## config.mk

```make
export PLATFORM = sky130hd
export DESIGN_NAME = lfu_cache_store_core
export DESIGN_NICKNAME = d
export VERILOG_FILES = /design/src/hw/rtl/lcs_pkg.sv /design/src/hw/rtl/lcs_cell.sv /design/src/hw/rtl/lfu_cache_store_core.sv
export SDC_FILE = /design/constraint.sdc
export NUM_CORES = 2
export LEC_CHECK = 0
export BUFFER_PORTS_ARGS = -buffer_cell sky130_fd_sc_hd__buf_4
export CAP_MARGIN = 15
export CORE_AREA = 2 2 615 434
export DETAILED_ROUTE_END_ITERATION = 8
export DIE_AREA = 0 0 617 436
export GPL_TIMING_DRIVEN = 0
export HOLD_SLACK_MARGIN = 0.02
export PLACE_DENSITY = 0.65
export SLEW_MARGIN = 10
export SYNTH_ARGS = -nofsm -noshare
export SYNTH_HDL_FRONTEND = slang
export SYNTH_SLANG_ARGS = --single-unit
```

## constraint.sdc

```tcl
create_clock -name clk_i -period 15.95 [get_ports clk_i]
set_input_delay 0.7975 -clock clk_i [delete_from_list [all_inputs] [get_ports clk_i]]
set_output_delay 0.7975 -clock clk_i [all_outputs]
set_load 0.05 [all_outputs]
```

## src/hw/rtl/lcs_pkg.sv

```systemverilog
// Shared constants and types for the LFU store: sizes, the scan record and the update command.
package lcs_pkg;

  localparam int unsigned Capacity   = 16;
  localparam int unsigned CountWidth = 16;
  localparam int unsigned DataW      = 32;
  localparam int unsigned LimW       = 5;
  localparam int unsigned IdxW       = (Capacity > 1) ? $clog2(Capacity) : 1;
  localparam int unsigned OccW       = $clog2(Capacity + 1);
  localparam int unsigned CmpW       = OccW + LimW;

  // Partial result handed from cell to cell during a scan.
  typedef struct packed {
    logic                  found;
    logic [IdxW-1:0]       found_idx;
    logic [IdxW-1:0]       found_rank;
    logic [DataW-1:0]      found_val;
    logic                  have_v;
    logic [IdxW-1:0]       v_idx;
    logic [CountWidth-1:0] v_cnt;
    logic [IdxW-1:0]       v_rank;
    logic [DataW-1:0]      v_key;
    logic                  have_free;
    logic [IdxW-1:0]       free_idx;
  } scan_t;

  localparam scan_t ScanInit = '0;

  // Update broadcast to every cell at the end of a request.
  typedef struct packed {
    logic             apply;
    logic             touch;
    logic             wr_val;
    logic             evict;
    logic             insert;
    logic [IdxW-1:0]  touch_idx;
    logic [IdxW-1:0]  touch_rank;
    logic [IdxW-1:0]  evict_idx;
    logic [IdxW-1:0]  evict_rank;
    logic [IdxW-1:0]  slot_idx;
    logic [DataW-1:0] key;
    logic [DataW-1:0] val;
  } cmd_t;

endpackage

```

## src/hw/rtl/lcs_cell.sv

```systemverilog
// One store entry: holds key, value, use count and recency rank, and joins the scan chain.
module lcs_cell (
  input  logic                   clk_i,
  input  logic                   rst_ni,
  input  logic [lcs_pkg::IdxW-1:0]  idx_i,
  input  logic [lcs_pkg::DataW-1:0] key_i,
  input  lcs_pkg::scan_t         part_i,
  output lcs_pkg::scan_t         part_o,
  input  lcs_pkg::cmd_t          cmd_i
);
  import lcs_pkg::*;

  logic                  valid_q, valid_d;
  logic [DataW-1:0]      key_q, key_d;
  logic [DataW-1:0]      val_q, val_d;
  logic [CountWidth-1:0] cnt_q, cnt_d;
  logic [IdxW-1:0]       rank_q, rank_d;
  scan_t                 part_q, part_d;
  logic                  better;

  assign part_o = part_q;

  always_comb begin
    part_d = part_i;
    if (!part_i.found && valid_q && key_q == key_i) begin
      part_d.found      = 1'b1;
      part_d.found_idx  = idx_i;
      part_d.found_rank = rank_q;
      part_d.found_val  = val_q;
    end
    better = !part_i.have_v || cnt_q < part_i.v_cnt ||
             (cnt_q == part_i.v_cnt && rank_q > part_i.v_rank);
    if (valid_q && better) begin
      part_d.have_v = 1'b1;
      part_d.v_idx  = idx_i;
      part_d.v_cnt  = cnt_q;
      part_d.v_rank = rank_q;
      part_d.v_key  = key_q;
    end
    if (!valid_q && !part_i.have_free) begin
      part_d.have_free = 1'b1;
      part_d.free_idx  = idx_i;
    end
  end

  always_comb begin
    valid_d = valid_q;
    key_d   = key_q;
    val_d   = val_q;
    cnt_d   = cnt_q;
    rank_d  = rank_q;
    if (cmd_i.apply) begin
      if (cmd_i.touch) begin
        if (idx_i == cmd_i.touch_idx) begin
          rank_d = '0;
          if (cnt_q != {CountWidth{1'b1}}) begin
            cnt_d = cnt_q + CountWidth'(1);
          end
          if (cmd_i.wr_val) begin
            val_d = cmd_i.val;
          end
        end else if (valid_q && rank_q < cmd_i.touch_rank) begin
          rank_d = rank_q + IdxW'(1);
        end
      end
      if (cmd_i.evict && idx_i == cmd_i.evict_idx) begin
        valid_d = 1'b0;
      end else if (valid_q) begin
        if (cmd_i.evict && rank_q > cmd_i.evict_rank) begin
          rank_d = rank_d - IdxW'(1);
        end
        if (cmd_i.insert) begin
          rank_d = rank_d + IdxW'(1);
        end
      end
      if (cmd_i.insert && idx_i == cmd_i.slot_idx) begin
        valid_d = 1'b1;
        key_d   = cmd_i.key;
        val_d   = cmd_i.val;
        cnt_d   = CountWidth'(1);
        rank_d  = '0;
      end
    end
  end

  always_ff @(posedge clk_i or negedge rst_ni) begin
    if (!rst_ni) begin
      valid_q <= 1'b0;
      part_q  <= ScanInit;
    end else begin
      valid_q <= valid_d;
      part_q  <= part_d;
    end
  end

  always_ff @(posedge clk_i) begin
    key_q  <= key_d;
    val_q  <= val_d;
    cnt_q  <= cnt_d;
    rank_q <= rank_d;
  end

endmodule

```

## src/hw/rtl/lfu_cache_store_core.sv

```systemverilog
// Top level of the LFU key/value store: request control, cell chain and result register.
//
//   channel | signals                                         | direction
//   cfg     | cfg_we_i, cfg_wdata_i                            | in
//   in      | in_valid_i/in_ready_o, operation_i, key_i, write_value_i | in
//   out     | out_valid_o/out_ready_i, hit_o, read_value_o, evicted_o, evicted_key_o | out
//
// A request makes one pass of the scan record down the chain of cells, registered in each cell,
// and then applies the update in the update state.
// Reset clears every entry's valid bit and the occupancy at once; no clearing pass.
// The update waits while a previous result has not been taken; a new request is
// accepted while a finished result is still waiting.
module lfu_cache_store_core (
  input  logic                        clk_i,
  input  logic                        rst_ni,
  input  logic                        cfg_we_i,
  input  logic [lcs_pkg::LimW-1:0]    cfg_wdata_i,
  input  logic                        in_valid_i,
  output logic                        in_ready_o,
  input  logic                        operation_i,
  input  logic signed [lcs_pkg::DataW-1:0] key_i,
  input  logic signed [lcs_pkg::DataW-1:0] write_value_i,
  output logic                        out_valid_o,
  input  logic                        out_ready_i,
  output logic                        hit_o,
  output logic signed [lcs_pkg::DataW-1:0] read_value_o,
  output logic                        evicted_o,
  output logic signed [lcs_pkg::DataW-1:0] evicted_key_o
);
  import lcs_pkg::*;

  typedef enum logic [1:0] {StIdle, StScan, StUpd} state_e;

  state_e           state_q;
  logic [IdxW-1:0]  step_q;
  logic [LimW-1:0]  lim_q;
  logic [OccW-1:0]  occ_q, occ_d;
  logic             op_q;
  logic [DataW-1:0] key_q, wval_q;
  logic             out_valid_q, hit_q, evicted_q;
  logic [DataW-1:0] read_value_q, evicted_key_q;

  scan_t            link [Capacity+1];
  scan_t            res;
  cmd_t             cmd;
  logic [CmpW-1:0]  lim_ext, lim_eff;
  logic             full, do_upd;
  logic [DataW-1:0] rd_val, ev_key;

  assign link[0] = ScanInit;

  for (genvar i = 0; i < Capacity; i++) begin : g_cell
    lcs_cell u_cell (
      .clk_i  (clk_i),
      .rst_ni (rst_ni),
      .idx_i  (IdxW'(i)),
      .key_i  (key_q),
      .part_i (link[i]),
      .part_o (link[i+1]),
      .cmd_i  (cmd)
    );
  end

  assign res     = link[Capacity];
  assign lim_ext = CmpW'(lim_q);
  assign lim_eff = (lim_ext > CmpW'(Capacity)) ? CmpW'(Capacity) : lim_ext;
  assign full    = CmpW'(occ_q) >= lim_eff;
  assign do_upd  = (state_q == StUpd) && (!out_valid_q || out_ready_i);

  always_comb begin
    cmd            = '0;
    cmd.apply      = do_upd;
    cmd.touch_idx  = res.found_idx;
    cmd.touch_rank = res.found_rank;
    cmd.evict_idx  = res.v_idx;
    cmd.evict_rank = res.v_rank;
    cmd.key        = key_q;
    cmd.val        = wval_q;
    cmd.slot_idx   = res.free_idx;
    occ_d          = occ_q;
    rd_val         = '0;
    ev_key         = '0;
    if (!op_q) begin
      if (res.found) begin
        cmd.touch = 1'b1;
        rd_val    = res.found_val;
      end
    end else if (lim_q != '0) begin
      if (res.found) begin
        cmd.touch  = 1'b1;
        cmd.wr_val = 1'b1;
      end else begin
        cmd.insert = 1'b1;
        if (full) begin
          cmd.evict = 1'b1;
          ev_key    = res.v_key;
          // The evicted entry is reused unless a lower free entry exists.
          if (!(res.have_free && res.free_idx < res.v_idx)) begin
            cmd.slot_idx = res.v_idx;
          end
        end else begin
          occ_d = occ_q + OccW'(1);
        end
      end
    end
  end

  assign in_ready_o    = (state_q == StIdle);
  assign out_valid_o   = out_valid_q;
  assign hit_o         = hit_q;
  assign read_value_o  = read_value_q;
  assign evicted_o     = evicted_q;
  assign evicted_key_o = evicted_key_q;

  always_ff @(posedge clk_i or negedge rst_ni) begin
    if (!rst_ni) begin
      state_q     <= StIdle;
      step_q      <= '0;
      lim_q       <= LimW'(16);
      occ_q       <= '0;
      out_valid_q <= 1'b0;
    end else begin
      if (cfg_we_i) begin
        lim_q <= cfg_wdata_i;
      end
      if (out_valid_q && out_ready_i) begin
        out_valid_q <= 1'b0;
      end
      unique case (state_q)
        StIdle: begin
          if (in_valid_i) begin
            state_q <= StScan;
            step_q  <= '0;
          end
        end
        StScan: begin
          if (step_q == IdxW'(Capacity - 1)) begin
            state_q <= StUpd;
          end else begin
            step_q <= step_q + IdxW'(1);
          end
        end
        StUpd: begin
          if (do_upd) begin
            state_q     <= StIdle;
            occ_q       <= occ_d;
            out_valid_q <= 1'b1;
          end
        end
        default: state_q <= StIdle;
      endcase
    end
  end

  always_ff @(posedge clk_i) begin
    if (in_valid_i && in_ready_o) begin
      op_q   <= operation_i;
      key_q  <= key_i;
      wval_q <= write_value_i;
    end
    if (do_upd) begin
      hit_q         <= res.found;
      read_value_q  <= rd_val;
      evicted_q     <= cmd.evict;
      evicted_key_q <= ev_key;
    end
  end

`ifndef SYNTH
  a_occ_bound: assert property (@(posedge clk_i) disable iff (!rst_ni)
    occ_q <= OccW'(Capacity))
    else $error("occupancy exceeds capacity");
  a_out_after_upd: assert property (@(posedge clk_i) disable iff (!rst_ni)
    $rose(out_valid_q) |-> $past(state_q == StUpd))
    else $error("result raised outside the update step");
  a_accept_scan: assert property (@(posedge clk_i) disable iff (!rst_ni)
    (in_valid_i && in_ready_o) |=> (state_q == StScan && step_q == '0))
    else $error("accepted request did not start a scan");
  a_evict_has_victim: assert property (@(posedge clk_i) disable iff (!rst_ni)
    (do_upd && cmd.evict) |-> res.have_v)
    else $error("eviction without a victim");
`endif

endmodule
```

Word level (Yosys, flattened, before mapping). Index checks and enable logic that the tools add are counted.

Bits in registers: 3139. Logic and storage cells: 1267. Output and inout bits: 68. Input bits: 75.

$lt $le $gt $ge: 65. Reductions and logical operators: 391. Multiplexer cells: 376. Equality and inequality tests: 99. Add/subtract/negate cells: 66. Bitwise gates (word level): 4.

Operators with widths (number): $mux W32 (49); $mux W57 (15); $mux W16 (48); $mux W4 (184); $mux W41 (16); $eq A32 B32 Y1 (16); $add A16 B1 Y16 const B (16); $ne A16 B16 Y1 const B (16); $eq A16 B16 Y1 (15); $lt A16 B16 Y1 (15); $reduce_bool A2 Y1 (81); $logic_and A1 B1 Y1 (144); $add A4 B1 Y4 const B (33); $reduce_and A4 Y1 (32); $gt A4 B4 Y1 (31); $eq A4 B4 Y1 const A (24); $mux W5 (17); $lt A4 B4 Y1 (17); $reduce_and A2 Y1 (32); $sub A4 B1 Y4 const B (16); $logic_not A1 Y1 (61); $mux W56 (1); $eq A3 B4 Y1 const A (12); $mux W1 (38); 22 further kinds (72).

Depth between registers and ports, before layout.
Depth after elaboration: 18. Gate-level depth with buffers: 18. Mapped depth without buffers: 15.

Modules after synthesis. Synthesis repeated with hierarchy kept, for this count alone.

Cells, all modules: 9697. Area total of the unflattened synthesis: 138736.8 um^2.

Modules (own cells, without submodules): lcs_cell (g_cell[0].u_cell ...) (area an instance 8305.5 um^2, sequential area each 5124.9 um^2, times used 13, cells an instance 584); lcs_cell (g_cell[7].u_cell ...) (area an instance 8354.3 um^2, sequential area each 5124.9 um^2, times used 2, cells an instance 596); lcs_cell (g_cell[9].u_cell) (area an instance 8536.9 um^2, sequential area each 5124.9 um^2, times used 1, cells an instance 597); lfu_cache_store_core (area an instance 5520.3 um^2, sequential area each 4360.4 um^2, times used 1, cells an instance 316).

Least setup slack after synthesis. Ideal clock, no wire load.

Path type: input-to-reg. From: input out_ready_i. To: register g_cell[11].u_cell.val_q[0] (enable). Cell stages on the path: 7. Slack: 8761 ps. Arrival: 6723 ps. Data required time: 15484 ps. Library setup time: 466 ps. Path buffers: 2. Path through: nand2b_1 nand2b_1 clkbuf_1 clkinv_1 buf_1 nand2_1 o21ai_0.

RTL lines: start: declaration (RTL line lfu_cache_store_core.sv:24) `input logic out_ready_i,`; end signal: assignment (RTL line lcs_cell.sv:98) `val_q <= val_d;`; end: declaration (RTL line lcs_cell.sv:15) `logic [DataW-1:0] val_q, val_d;`.

Final worst setup path.
From: register lim_q[4]. To: register g_cell[9].u_cell.key_q[18] (enable).

Longest elaborated chain between the ends: 10. Elaborated cells between the ends (all ways): 13. Those cells by class: order compare: 2; eq/ne: 1; mux: 7; reduce/logical: 3.

RTL lines: start: declaration (RTL line lfu_cache_store_core.sv:36) `logic [LimW-1:0] lim_q;`; start signal: assignment (RTL line lfu_cache_store_core.sv:119) `lim_q <= LimW'(16);`; start signal: assignment (RTL line lfu_cache_store_core.sv:124) `lim_q <= cfg_wdata_i;`; $gt A5 B5 Y1 (RTL line lfu_cache_store_core.sv:66) `assign lim_eff = (lim_ext > CmpW'(Capacity)) ? CmpW'(Capacity) : lim_ext;`; $mux W5 (RTL line lfu_cache_store_core.sv:66); $ge A5 B5 Y1 (RTL line lfu_cache_store_core.sv:67) `assign full = CmpW'(occ_q) >= lim_eff;`; $mux W4 (RTL line lfu_cache_store_core.sv:94) `if (full) begin`; $mux W4 (RTL line lfu_cache_store_core.sv:89) `if (res.found) begin`; $mux W4 (RTL line lfu_cache_store_core.sv:88) `end else if (lim_q != '0) begin`; $mux W4 (RTL line lfu_cache_store_core.sv:83) `if (!op_q) begin`; $eq A4 B4 Y1 (RTL line lcs_cell.sv:76) `if (cmd_i.insert && idx_i == cmd_i.slot_idx) begin`; $logic_and A1 B1 Y1 (*) (RTL line lcs_cell.sv:76); $reduce_and A2 Y1 (no line) (*); end signal: assignment (RTL line lcs_cell.sv:97) `key_q <= key_d;`; end: declaration (RTL line lcs_cell.sv:14) `logic [DataW-1:0] key_q, key_d;`.

Mark *: on every way between the ends. The rest lies on a longest branch, timed or not. A chain may end at the register's enable or synchronous reset.

==> impl_metrics.py <==
metrics = {
    "routing": {
        "vias": 77261,
        "wl_per_cell_um": 26.5,
        "drtPass1Iterations": 7,
        "routed_wl_um": 361000,
        "antenna_left": 0,
        "drc": 0,
        "drt-initial-drc-count": 8366,
        "viasPerCell": 5.67,
    },
    "logic_synthesis": {
        "syn_inst": 9272,
        "yosysUniqueCellTypes": 86,
        "synth_ff_type": "dfrtp_1",
        "synth_seq_cells": 3094,
        "syn-cell-area_um2": 131000,
        "syn_avg_cell_area_um2": 14.1,
        "ys_seq_area_share_pct": 64.8,
        "synth-edff-count": 1475,
        "yosys_warnings": 0,
        "synthArstFlopShare_pct": 52.3,
        "synth_nets": 9817,
    },
    "worst_hold_path": {
        "hold_path.class": "input pin to flip-flop",
    },
    "floorplanning": {
        "ios": 143,
        "initial_core_util_pct": 49.7,
        "fp.dieW_um": 617,
        "core_um2": 263000,
        "core.rowCount": 158,
        "die_area_um2": 269000,
        "fp.dieH_um": 436,
    },
    "clock_tree": {
        "clockBufferDepth": 4,
        "cts_tree": "done",
        "cts_buffers": 308,
        "clk_pin_slew_worst_paths_ns": 0.06,
        "cts_resized": 0,
        "insertion_delay_ns": 0.88,
        "htreeDepth": 5,
        "cts-root-buf": "clkbuf_16",
        "cts.sinks": 3094,
        "postCtsSetupRepairBufs": 0,
    },
    "sta": {
        "hold_ws_ns": 0.104,
        "setup_slack_ns": 9.52,
        "finalMaxSlewViolations": 0,
        "finalSetupViolCount": 0,
        "max_freq_ghz": 0.156,
        "worst_pin_slew_ns": 1.37,
        "rsz0062_at_grt": "false",
        "period_needed_ns": 6.43,
        "period_share_pct": 40.3,
        "fin_tns_setup_ns": 0,
        "finalHoldViolations": 0,
        "relSlewSlack_pct": 8.16,
        "skew_ns": 0.0675,
    },
    "worst_setup_path": {
        "end_kind": "flip-flop",
        "start_kind": "flip-flop",
        "crit_type": "flip-flop to flip-flop",
        "critPathMaxFanout": 21,
        "worstPathRequired_ns": 16.52,
        "arrival_ns": 7.00,
    },
    "cells_and_area": {
        "area_delta_synth_final_pct": 13.8,
        "fin_nets": 10397,
        "finalNonFillerCells": 13632,
        "layout_common_cells": "dfrtp_1 (1617), edfxtp_1 (1475), mux2_2 (1245)",
        "layout_commonest_cell": "dfrtp_1",
        "fin_area_um2": 149000,
        "drive_above_1_share_pct": 21.7,
    },
    "place": {
        "dp_hpwl_um": 268000,
        "pre_cts_slack_ns": 9.63,
        "place_inst": 13048,
        "io_buffers": 142,
        "dpl_cell_area_um2": 139000,
        "gp_congestion": 0.974,
    },
    "run": {
        "max_cap_viol_count": 0,
    },
    "pwr": {
        "leakage_nw": 61.7,
        "power_per_cell_area_nw_per_um2": 128,
        "ir_drop_uv": 83.4,
    },
    "global_routing": {
        "grt.total_usage_pct": 26.8,
        "antenna_found_initial": 19,
        "grt_max_degree": 163,
        "grt_overflow": 0,
        "grt_pass1_wl_um": 530000,
        "grt_pass1_vias": 76789,
    },
    "outcome": {
        "status": "finished, final reports clean",
    },
}
## registers in the layout, summed over array words and instances, names as in the netlist
name                   count
read_value_o              32
out_valid_o                1
step_q                     4
g_cell.u_cell.valid_q     16
g_cell.u_cell.part_o    1586
wval_q                    32
g_cell.u_cell.key_q      512
evicted_key_o             32
hit_o                      1
g_cell.u_cell.val_q      512
g_cell.u_cell.rank_q      64
occ_q                      5
evicted_o                  1
lim_q                      5
state_q                    2
g_cell.u_cell.cnt_q      256
key_q                     32
op_q                       1
## per-layer routing
layer | wire length, µm | track usage [%] | share of wire [%]
met1 | 179000 | 44.2 | 50
met2 | 142000 | 35.5 | 39
met3 | 30300 | 5.70 | 8.4
met4 | 9120 | 6.59 | 2.5
met5 | 195 | 0.444 | 0.054
## timing repair
action,CTS,global route
hold buffers,1,0
hold endpoints to repair,66,0
endpoints found under the setup margin,0,0
## per-stage QoR
| stage | total power, mW | util (%) |
|---|---|---|
| after floorplan | 10.8 | - |
| after global routing | 19.8 | 56.6 |
| after detailed placement | 11.9 | 52.7 |
| after CTS | 19.2 | 56.5 |
| after global placement | 11.8 | 51.8 |
| final | 19.1 | 56.6 |
## final timing paths
| check | startpoint | end | slack, ns | depth (start not counted) |
|---|---|---|---|---|
| max | lim_q[4] | g_cell[9].u_cell.key_q[18] | 9.52 | 17 |
| max in group asynchronous | rst_ni | g_cell[5].u_cell.part_o[27] | 12.85 | 5 |
| min in group asynchronous | rst_ni | g_cell[15].u_cell.part_o[87] | 0.51 | 2 |
| max reg2reg | lim_q[4] | g_cell[9].u_cell.key_q[18] | 9.52 | 17 |
| min | key_i[26] | key_q[26] | 0.10 | 1 |
| min reg2reg | g_cell[6].u_cell.part_o[98] | g_cell[7].u_cell.part_o[98] | 0.43 | 1 |
## critical path, stage by stage, from the launching register on
cell and delay (ns):
dfstp_2 0.59, inv_1 0.11, nand2_1 0.07, ha_1 0.17, o211ai_1 0.10, o21a_1 0.18
or3_1 0.41, buf_4 0.23, inv_2 0.25, buf_4 0.41, buf_4 0.38, o311ai_2 0.32
or3_1 0.44, a21oi_1 0.81, buf_2 0.46, nand2_1 0.32, inv_1 0.55, buf_16 0.24
## layout make-up
type / instances / area [µm²]
Antenna cell: 9 / 22.5
Buffer: 322 / 1300
Clock buffer: 430 / 8770
Clock inverter: 131 / 1310
Fill cell: 20928 / 114000
Inverter: 416 / 1560
Multi-Input combinational cell: 5440 / 43600
Sequential cell: 3094 / 84800
Tap cell: 3520 / 4400
Timing Repair Buffer: 270 / 3230
## power by group
| group | leakage (nW) | switching, mW | total [mW] | internal, mW |
|---|---|---|---|---|
| Clock | 4.95 | 3.08 | 7.29 | 4.22 |
| Combinational | 21.5 | 1.33 | 2.27 | 0.940 |
| Sequential | 35.2 | 0.481 | 9.56 | 9.08 |
## synth_stat cells, drive strengths merged (113+ instances only)
| master | number | area share, % |
|---|---|---|
| a21oi | 198 | 0.76 |
| and2 | 190 | 0.91 |
| clkbuf | 245 | 0.70 |
| dfrtp | 1618 | 31 |
| edfxtp | 1475 | 34 |
| ha | 470 | 4.5 |
| inv | 415 | 1.2 |
| mux2 | 1245 | 11 |
| nand2 | 345 | 0.99 |
| nand2b | 113 | 0.54 |
| nand3 | 192 | 0.73 |
| nand4 | 215 | 1.0 |
| nor2 | 489 | 1.4 |
| nor2b | 114 | 0.54 |
| o21ai | 270 | 1.0 |
| xnor2 | 542 | 3.6 |
| xor2 | 262 | 1.8 |
## cell families after synthesis
| logic type | share of synthesized area [%] |
|---|---|
| XOR/XNOR | 5.38 |
| flip-flops | 64.8 |
| buffers and inverters | 2.17 |
| AND/OR/NAND/NOR | 8.04 |
| AO/OA/AOI/OAI | 4.05 |
| adder cells (fa/ha/maj) | 4.49 |
| multiplexers | 11.1 |
Power figures use the tool's default switching activity.
